[src/hdl/query_normalize_fnv1a_fingerprint_macros.svh]
// ---------------------------------------------------------------------------
// Query fingerprint assertion macros
// Shorthand for the concurrent checks that close the top level.
// ---------------------------------------------------------------------------
`ifndef QUERY_NORMALIZE_FNV1A_FINGERPRINT_MACROS_SVH
`define QUERY_NORMALIZE_FNV1A_FINGERPRINT_MACROS_SVH

// Same-cycle implication, disabled while reset is asserted.
`define QNF_ASSERT_NOW(label, ante, cons) \
  label: assert property (@(posedge clk) disable iff (!rst_n) (ante) |-> (cons)) \
    else $error("qnf check failed");

// Next-cycle implication, disabled while reset is asserted.
`define QNF_ASSERT_NEXT(label, ante, cons) \
  label: assert property (@(posedge clk) disable iff (!rst_n) (ante) |=> (cons)) \
    else $error("qnf check failed");

`endif

[src/hdl/qnf_pkg.sv]
// ---------------------------------------------------------------------------
// Query fingerprint package
// Shared constants, the token passed from front to back, and the hash step.
// ---------------------------------------------------------------------------
package qnf_pkg;

  localparam logic [63:0] FNV_BASIS   = 64'hcbf29ce484222325;
  // The prime is 2^40 + 0x1b3; only the low part needs a multiplier.
  localparam int unsigned FNV_SHIFT   = 40;
  localparam logic [8:0]  FNV_MULT_LO = 9'h1b3;

  localparam logic [7:0] CHAR_QUOTE = 8'h27;
  localparam logic [7:0] CHAR_MARK  = 8'h3f;
  localparam logic [7:0] CHAR_SPACE = 8'h20;

  localparam int unsigned FIFO_DEPTH_DEFAULT = 4;

  // One normalized unit of work for the hash engine.
  typedef struct packed {
    logic       space;    // Hash a held space before the character.
    logic       ch_vld;   // A character is to be hashed.
    logic [7:0] ch;       // Normalized character.
    logic       eoq;      // End of query after this token.
  } qnf_token_t;

  // Queue status seen by the top level.
  typedef struct packed {
    logic full;
    logic empty;
  } qnf_fifo_status_t;

  // One FNV-1a step: xor the byte, then multiply by the 64-bit prime.
  function automatic logic [63:0] fnv_step(input logic [63:0] h, input logic [7:0] b);
    logic [63:0] x;
    logic [63:0] lo;
    x  = h ^ {56'd0, b};
    lo = x * {55'd0, FNV_MULT_LO};
    return lo + (x << FNV_SHIFT);
  endfunction

endpackage

[src/hdl/query_normalize_fnv1a_fingerprint.sv]
// ---------------------------------------------------------------------------
// Query normalizing FNV-1a fingerprint
// Normalizes a query text byte by byte and hashes it with 64-bit FNV-1a.
// ---------------------------------------------------------------------------
// The front end takes one input item per cycle while the token queue has
// room, and stalls its input while the queue is full. The hash engine
// takes each emitted normalized byte or end-only token from the queue as
// one entry, and hashes a held space that a byte flushes in a separate
// step before the byte; each FNV step is one multiply by the prime. Bytes
// that emit nothing (quoted text, digits after the first, repeated
// whitespace) cost the engine nothing. The fingerprint is loaded into the
// output register when the end token is popped from the head of the queue,
// after any held space that it flushes, once the previous fingerprint has
// left the output register; the next query can be taken while it waits.
module query_normalize_fnv1a_fingerprint #(
  parameter int unsigned FIFO_DEPTH = qnf_pkg::FIFO_DEPTH_DEFAULT
) (
  input  logic        clk,
  input  logic        rst_n,
  input  logic        in_valid,
  output logic        in_ready,
  input  logic [7:0]  in_byte_value,
  input  logic        in_byte_present,
  input  logic        in_end_of_query,
  output logic        out_valid,
  input  logic        out_ready,
  output logic [63:0] out_fingerprint
);

`include "query_normalize_fnv1a_fingerprint_macros.svh"

  qnf_pkg::qnf_token_t       token;
  qnf_pkg::qnf_token_t       head;
  qnf_pkg::qnf_fifo_status_t fifo_status;
  logic                      take;
  logic                      push;
  logic                      pop;
  logic                      front_idle;

  // An input transfer needs room for a possible token.
  assign in_ready = !fifo_status.full;
  assign take     = in_valid && in_ready;

  qnf_front u_front (
    .clk          (clk),
    .rst_n        (rst_n),
    .take         (take),
    .byte_value   (in_byte_value),
    .byte_present (in_byte_present),
    .end_of_query (in_end_of_query),
    .push         (push),
    .token        (token),
    .idle_state   (front_idle)
  );

  qnf_fifo #(
    .DEPTH (FIFO_DEPTH)
  ) u_fifo (
    .clk       (clk),
    .rst_n     (rst_n),
    .push      (push),
    .push_data (token),
    .pop       (pop),
    .head_data (head),
    .status    (fifo_status)
  );

  qnf_back u_back (
    .clk             (clk),
    .rst_n           (rst_n),
    .head_vld        (!fifo_status.empty),
    .head            (head),
    .pop             (pop),
    .out_valid       (out_valid),
    .out_ready       (out_ready),
    .out_fingerprint (out_fingerprint)
  );

  // The queue can never be full and empty at once.
  `QNF_ASSERT_NOW(a_fifo_consistent, 1'b1, !(fifo_status.full && fifo_status.empty))
  // An end-of-query transfer leaves the front end in its reset state.
  `QNF_ASSERT_NEXT(a_front_cleared, take && in_end_of_query, front_idle)
  // The engine never pops an empty queue.
  `QNF_ASSERT_NOW(a_no_pop_empty, pop, !fifo_status.empty)

endmodule

[src/hdl/qnf_front.sv]
// ---------------------------------------------------------------------------
// Query fingerprint front end
// Classifies each accepted byte, tracks quote, digit and whitespace state,
// and produces tokens for the hash engine.
// ---------------------------------------------------------------------------
module qnf_front (
  input  logic                clk,
  input  logic                rst_n,
  input  logic                take,
  input  logic [7:0]          byte_value,
  input  logic                byte_present,
  input  logic                end_of_query,
  output logic                push,
  output qnf_pkg::qnf_token_t token,
  output logic                idle_state
);

  logic in_quote_r, in_quote_nxt;
  logic in_num_r, in_num_nxt;
  logic last_sp_r, last_sp_nxt;
  logic sp_pend_r, sp_pend_nxt;
  logic       emit;
  logic [7:0] emit_ch;
  logic       is_white;
  logic       is_digit;
  logic       is_upper;

  // Character classes.
  assign is_white = (byte_value == qnf_pkg::CHAR_SPACE) ||
                    ((byte_value >= 8'h09) && (byte_value <= 8'h0d));
  assign is_digit = (byte_value >= 8'h30) && (byte_value <= 8'h39);
  assign is_upper = (byte_value >= 8'h41) && (byte_value <= 8'h5a);

  // Normalization decisions for the current byte.
  always_comb begin
    in_quote_nxt = in_quote_r;
    in_num_nxt   = in_num_r;
    last_sp_nxt  = last_sp_r;
    sp_pend_nxt  = sp_pend_r;
    emit         = 1'b0;
    emit_ch      = qnf_pkg::CHAR_MARK;
    if (byte_present) begin
      if (byte_value == qnf_pkg::CHAR_QUOTE) begin
        in_quote_nxt = !in_quote_r;
        emit         = in_quote_r;
      end else if (!in_quote_r) begin
        if (is_digit) begin
          emit       = !in_num_r;
          in_num_nxt = 1'b1;
        end else begin
          in_num_nxt = 1'b0;
          if (is_white) begin
            if (!last_sp_r) begin
              sp_pend_nxt = 1'b1;
              last_sp_nxt = 1'b1;
            end
          end else begin
            emit    = 1'b1;
            emit_ch = is_upper ? (byte_value + 8'h20) : byte_value;
          end
        end
      end
    end
    if (emit) begin
      sp_pend_nxt = 1'b0;
      last_sp_nxt = 1'b0;
    end
    // The end marker returns every flag to its reset value.
    if (end_of_query) begin
      in_quote_nxt = 1'b0;
      in_num_nxt   = 1'b0;
      last_sp_nxt  = 1'b0;
      sp_pend_nxt  = 1'b0;
    end
  end

  // Token toward the queue.
  always_comb begin
    token.space  = emit && sp_pend_r;
    token.ch_vld = emit;
    token.ch     = emit_ch;
    token.eoq    = end_of_query;
    push         = take && (emit || end_of_query);
  end

  assign idle_state = !in_quote_r && !in_num_r && !last_sp_r && !sp_pend_r;

  // Classification state, updated on each transfer.
  always_ff @(posedge clk) begin
    if (!rst_n) begin
      in_quote_r <= 1'b0;
      in_num_r   <= 1'b0;
      last_sp_r  <= 1'b0;
      sp_pend_r  <= 1'b0;
    end else if (take) begin
      in_quote_r <= in_quote_nxt;
      in_num_r   <= in_num_nxt;
      last_sp_r  <= last_sp_nxt;
      sp_pend_r  <= sp_pend_nxt;
    end
  end

endmodule

[src/hdl/qnf_fifo.sv]
// ---------------------------------------------------------------------------
// Query fingerprint token queue
// Short queue that decouples the front end from the hash engine.
// ---------------------------------------------------------------------------
module qnf_fifo #(
  parameter int unsigned DEPTH = qnf_pkg::FIFO_DEPTH_DEFAULT
) (
  input  logic                      clk,
  input  logic                      rst_n,
  input  logic                      push,
  input  qnf_pkg::qnf_token_t       push_data,
  input  logic                      pop,
  output qnf_pkg::qnf_token_t       head_data,
  output qnf_pkg::qnf_fifo_status_t status
);

  localparam int unsigned AW = (DEPTH > 1) ? $clog2(DEPTH) : 1;
  localparam int unsigned CW = $clog2(DEPTH + 1);
  localparam logic [AW-1:0] LAST = AW'(DEPTH - 1);
  localparam logic [CW-1:0] FULL_CNT = CW'(DEPTH);

  qnf_pkg::qnf_token_t mem [DEPTH];
  logic [AW-1:0] wr_ptr_r, wr_ptr_nxt;
  logic [AW-1:0] rd_ptr_r, rd_ptr_nxt;
  logic [CW-1:0] cnt_r, cnt_nxt;
  logic          do_push;
  logic          do_pop;

  assign status.full  = (cnt_r == FULL_CNT);
  assign status.empty = (cnt_r == '0);
  assign do_push      = push && !status.full;
  assign do_pop       = pop && !status.empty;
  assign head_data    = mem[rd_ptr_r];

  // Pointer and count updates.
  always_comb begin
    wr_ptr_nxt = wr_ptr_r;
    rd_ptr_nxt = rd_ptr_r;
    cnt_nxt    = cnt_r;
    if (do_push) begin
      wr_ptr_nxt = (wr_ptr_r == LAST) ? '0 : wr_ptr_r + 1'b1;
    end
    if (do_pop) begin
      rd_ptr_nxt = (rd_ptr_r == LAST) ? '0 : rd_ptr_r + 1'b1;
    end
    case ({do_push, do_pop})
      2'b10:   cnt_nxt = cnt_r + 1'b1;
      2'b01:   cnt_nxt = cnt_r - 1'b1;
      default: cnt_nxt = cnt_r;
    endcase
  end

  // Storage write.
  always_ff @(posedge clk) begin
    if (do_push) begin
      mem[wr_ptr_r] <= push_data;
    end
  end

  // Control registers.
  always_ff @(posedge clk) begin
    if (!rst_n) begin
      wr_ptr_r <= '0;
      rd_ptr_r <= '0;
      cnt_r    <= '0;
    end else begin
      wr_ptr_r <= wr_ptr_nxt;
      rd_ptr_r <= rd_ptr_nxt;
      cnt_r    <= cnt_nxt;
    end
  end

endmodule

[src/hdl/qnf_back.sv]
// ---------------------------------------------------------------------------
// Query fingerprint hash engine
// Runs one FNV-1a step per cycle over queued tokens, holding an end token
// while the result is full; registers fingerprints for the result channel.
// ---------------------------------------------------------------------------
module qnf_back (
  input  logic                clk,
  input  logic                rst_n,
  input  logic                head_vld,
  input  qnf_pkg::qnf_token_t head,
  output logic                pop,
  output logic                out_valid,
  input  logic                out_ready,
  output logic [63:0]         out_fingerprint
);

  logic [63:0] hash_r, hash_nxt;
  logic        phase_r, phase_nxt;
  logic        out_vld_r, out_vld_nxt;
  logic [63:0] out_fp_r;
  logic        do_space;
  logic        do_final;
  logic        can_finish;
  logic [7:0]  byte_sel;
  logic [63:0] stepped;
  logic [63:0] final_hash;
  logic        load_out;

  // A token with a held space first hashes the space alone.
  assign do_space   = head_vld && head.space && !phase_r;
  assign do_final   = head_vld && !do_space;
  assign byte_sel   = do_space ? qnf_pkg::CHAR_SPACE : head.ch;
  assign stepped    = qnf_pkg::fnv_step(hash_r, byte_sel);
  assign final_hash = head.ch_vld ? stepped : hash_r;
  assign can_finish = !head.eoq || !out_vld_r || out_ready;
  assign pop        = do_final && can_finish;
  assign load_out   = pop && head.eoq;

  // Next hash, phase and result-valid values.
  always_comb begin
    hash_nxt    = hash_r;
    phase_nxt   = phase_r;
    out_vld_nxt = out_vld_r && !out_ready;
    if (do_space) begin
      hash_nxt  = stepped;
      phase_nxt = 1'b1;
    end else if (pop) begin
      hash_nxt  = head.eoq ? qnf_pkg::FNV_BASIS : final_hash;
      phase_nxt = 1'b0;
    end
    if (load_out) begin
      out_vld_nxt = 1'b1;
    end
  end

  // Control state and running hash.
  always_ff @(posedge clk) begin
    if (!rst_n) begin
      hash_r    <= qnf_pkg::FNV_BASIS;
      phase_r   <= 1'b0;
      out_vld_r <= 1'b0;
    end else begin
      hash_r    <= hash_nxt;
      phase_r   <= phase_nxt;
      out_vld_r <= out_vld_nxt;
    end
  end

  // Result payload register.
  always_ff @(posedge clk) begin
    if (load_out) begin
      out_fp_r <= final_hash;
    end
  end

  assign out_valid       = out_vld_r;
  assign out_fingerprint = out_fp_r;

endmodule
[config.mk]
export PLATFORM = sky130hd
export DESIGN_NAME = query_normalize_fnv1a_fingerprint
export DESIGN_NICKNAME = d
export VERILOG_FILES = /design/src/hdl/qnf_pkg.sv /design/src/hdl/query_normalize_fnv1a_fingerprint.sv /design/src/hdl/qnf_front.sv /design/src/hdl/qnf_fifo.sv /design/src/hdl/qnf_back.sv
export VERILOG_INCLUDE_DIRS = /design/src /design/src/hdl
export SDC_FILE = /design/constraint.sdc
export NUM_CORES = 1
export LEC_CHECK = 0
export ABC_AREA = 1
export BUFFER_PORTS_ARGS = -buffer_cell sky130_fd_sc_hd__buf_4
export CORE_MARGIN = 2
export CORE_UTILIZATION = 40
export DETAILED_ROUTE_END_ITERATION = 10
export GPL_TIMING_DRIVEN = 1
export PLACE_DENSITY = 0.66
export REMOVE_ABC_BUFFERS = 1
export SYNTH_ARGS = -nofsm -noshare
export SYNTH_HDL_FRONTEND = slang
export SYNTH_HIERARCHICAL = 1
export SYNTH_SLANG_ARGS = --single-unit
[constraint.sdc]
create_clock -name clk -period 15.1 [get_ports clk]
set_input_delay 3.02 -clock clk [delete_from_list [all_inputs] [get_ports clk]]
set_output_delay 3.02 -clock clk [all_outputs]
set_load 0.005 [all_outputs]
==> key figures <==
Run status
  • Status: complete, no violations

Min path
  • Hold Path Stages: 2
  • Hold EP: u_front/in_num_r$_SDFFE_PN0P_
  • Hold path startpoint: u_front/in_num_r$_SDFFE_PN0P_
  • Hold WC Path Type: flop to flop

Synth
  • Mapped Cells: 2976
  • Cell Area, Synth: ~22000 um2
  • Synth warn: 6
  • Synth Area per Inst: 7.47 um2

Clocking
  • CTS buffer count: 17
  • Post-CTS setup buffer count: 0
  • CTS Hold Bufs: 0
  • Clock Sink Count: ~190
  • Clock Tree Buf Depth: 2
  • Clock transition at path regs: 0.08 ns
  • CTS root buf: clkbuf_16
  • CTS tree: done
  • Resize count post-CTS: 0
  • Clk_lat worst skew: 0.52 ns
  • H-tree level count: 4

Die
  • Row count: 86
  • DIE AREA: 57400 um2
  • Placeable Area: approximately 55000 um2
  • Chip Height: roughly 240 um
  • Die W: between 200 and 250 um
  • Number of I/O pins: 80
  • Starting density of the core: 0.404

Global route
  • Initial antenna violation count: 0
  • Vias in the first global route: 18800
  • Residual overflow from global routing: 0
  • GRT Resource Usage Total: 0.259
  • Largest net degree at the start of global routing: between 70 and 80
  • First-pass GRT wire length: between 100 and 150 mm

Cells and area
  • Synth-to-Final Area Change: 8.94%
  • Cell area after layout: 24200 um2
  • Fraction of layout cells with a size suffix above 1: 0.0726
  • Most frequent cells in the layout: nand2_1 (863), inv_1 (718), fa_1 (233)
  • Inserted Diodes: 0
  • Commonest non-fill, non-tap cell in the layout: nand2_1
  • Post-layout nets: around 3500
  • Fillers: 5607

Detailed routing
  • Metal1 wirelength: a little over 30 mm
  • WL met3: a little over 5 mm
  • DRT Wirelength: between 70 and 80 mm
  • DRC: 0
  • Met2 wire length: 33.4 mm
  • Vias: 18700
  • Drt first pass iters: 6
  • Via density: about 5
  • Wire length per cell: 18.8 um
  • 1st-iter DRT viols: roughly 1600
  • Antenna-violating nets left: 0
  • Highest metal used: met4

Worst setup path
  • CP arrival: roughly 8 ns
  • Crit-path slowest cell: dfxtp_1
  • Crit end category: flop
  • FF-to-FF End: u_back/hash_r[39]$_SDFFE_PN1P_
  • Reg2reg path depth: 30
  • Most used cell, CP: nand2_1
  • Crit Path Category: flop to flop
  • Slowest stage delay, CP: approximately 0.76 ns
  • Worst R2R Setup Slack: between 7 and 8 ns
  • Worst EP required: approximately 16 ns
  • CP Launch Type: flop
  • Crit path max fanout: 34

Timing
  • Final hold vios: 0
  • Tmin final: 7.54 ns
  • RSZ-0062 raised after global routing: no
  • Setup violators final: 0
  • Relative slew slack: 0.265
  • Worst Max-Slew Pin Slew: between 1 and 1.5 ns
  • Setup TNS: 0 ns
  • Max Slew Vio Count: 0
  • Fmax: roughly 130 MHz
  • Skew final: roughly 0.018 ns
  • Period utilization: 0.499

Placed design
  • Final HPWL DP: between 50 and 60 mm
  • DP Area: between 20000 and 25000 um2
  • Final GP Congestion: around 1.1
  • Port Buffers: slightly below 80

Job
  • Max cap viols: 0
-- state kept, by name (all words and copies together), names as in the netlist, named ones only --
register	cells
u_back/phase_r	1
u_back/hash_r	64
u_back/out_fingerprint	64
u_back/out_valid	1
u_fifo/rd_ptr_r	2
u_front/in_quote_r	1
u_front/sp_pend_r	1
u_front/in_num_r	1
u_fifo/mem	44
u_fifo/cnt_r	3
u_fifo/wr_ptr_r	2
u_front/last_sp_r	1
-- layer usage --
metal / vias to the layer above / track usage
li1: 9150 / -
met1: 8804 / 0.338
met2: 644 / 0.428
met3: 95 / 0.0476
met4: 0 / 0.0972
met5: - / 0
-- critical path, delay by kind of cell (launching register included) --
| family | cells | cell delay, ns |
|---|---|---|
| buffers and inverters | 4 | 0.61 |
| AOI/OAI and AO/OA | 2 | 0.32 |
| xor gates and xnor gates | 2 | 0.68 |
| and+or+nand+nor | 16 | 2.65 |
| DFF | 1 | 0.76 |
| adders and majority gates | 6 | 2.40 |
-- cell type report --
type                            count  area, um2  area share
Multi-Input combinational cell   2002      14400       0.595
Timing Repair Buffer               90        676      0.0279
Inverter                          732       2750       0.114
Clock inverter                     12        133     0.00548
Tap cell                          748        936      0.0387
Sequential cell                   187       4820       0.199
Clock buffer                       20        480      0.0198
-- metrics by stage --
stage | hold slack (ns) | setup WS [ns] | cells | util
after floorplan | 0.440 | 6.62 | 2921 | -
after global placement | 0.463 | 7.75 | 3759 | 0.429
after detailed placement | 0.464 | 7.63 | 3759 | 0.429
after CTS | 0.475 | 7.58 | 3791 | 0.440
after global routing | 0.510 | 7.02 | 3791 | 0.440
final | 0.474 | 7.56 | 3791 | 0.440
-- worst max-delay path by stage --
stage,cells after the start,to,slack (ns)
after global routing,32,u_back/hash_r[39]$_SDFFE_PN1P_,7.02
after floorplan,4,u_back/out_fingerprint[0]$_DFFE_PP_,6.62
after CTS,30,u_back/hash_r[39]$_SDFFE_PN1P_,7.58
final,30,u_back/hash_r[39]$_SDFFE_PN1P_,7.56
after detailed placement,30,u_back/hash_r[39]$_SDFFE_PN1P_,7.63
after global placement,28,u_back/hash_r[63]$_SDFFE_PN1P_,7.75
Power is not shown: default switching activity piles up to over one toggle a cycle in this logic, so the estimate is an artifact.
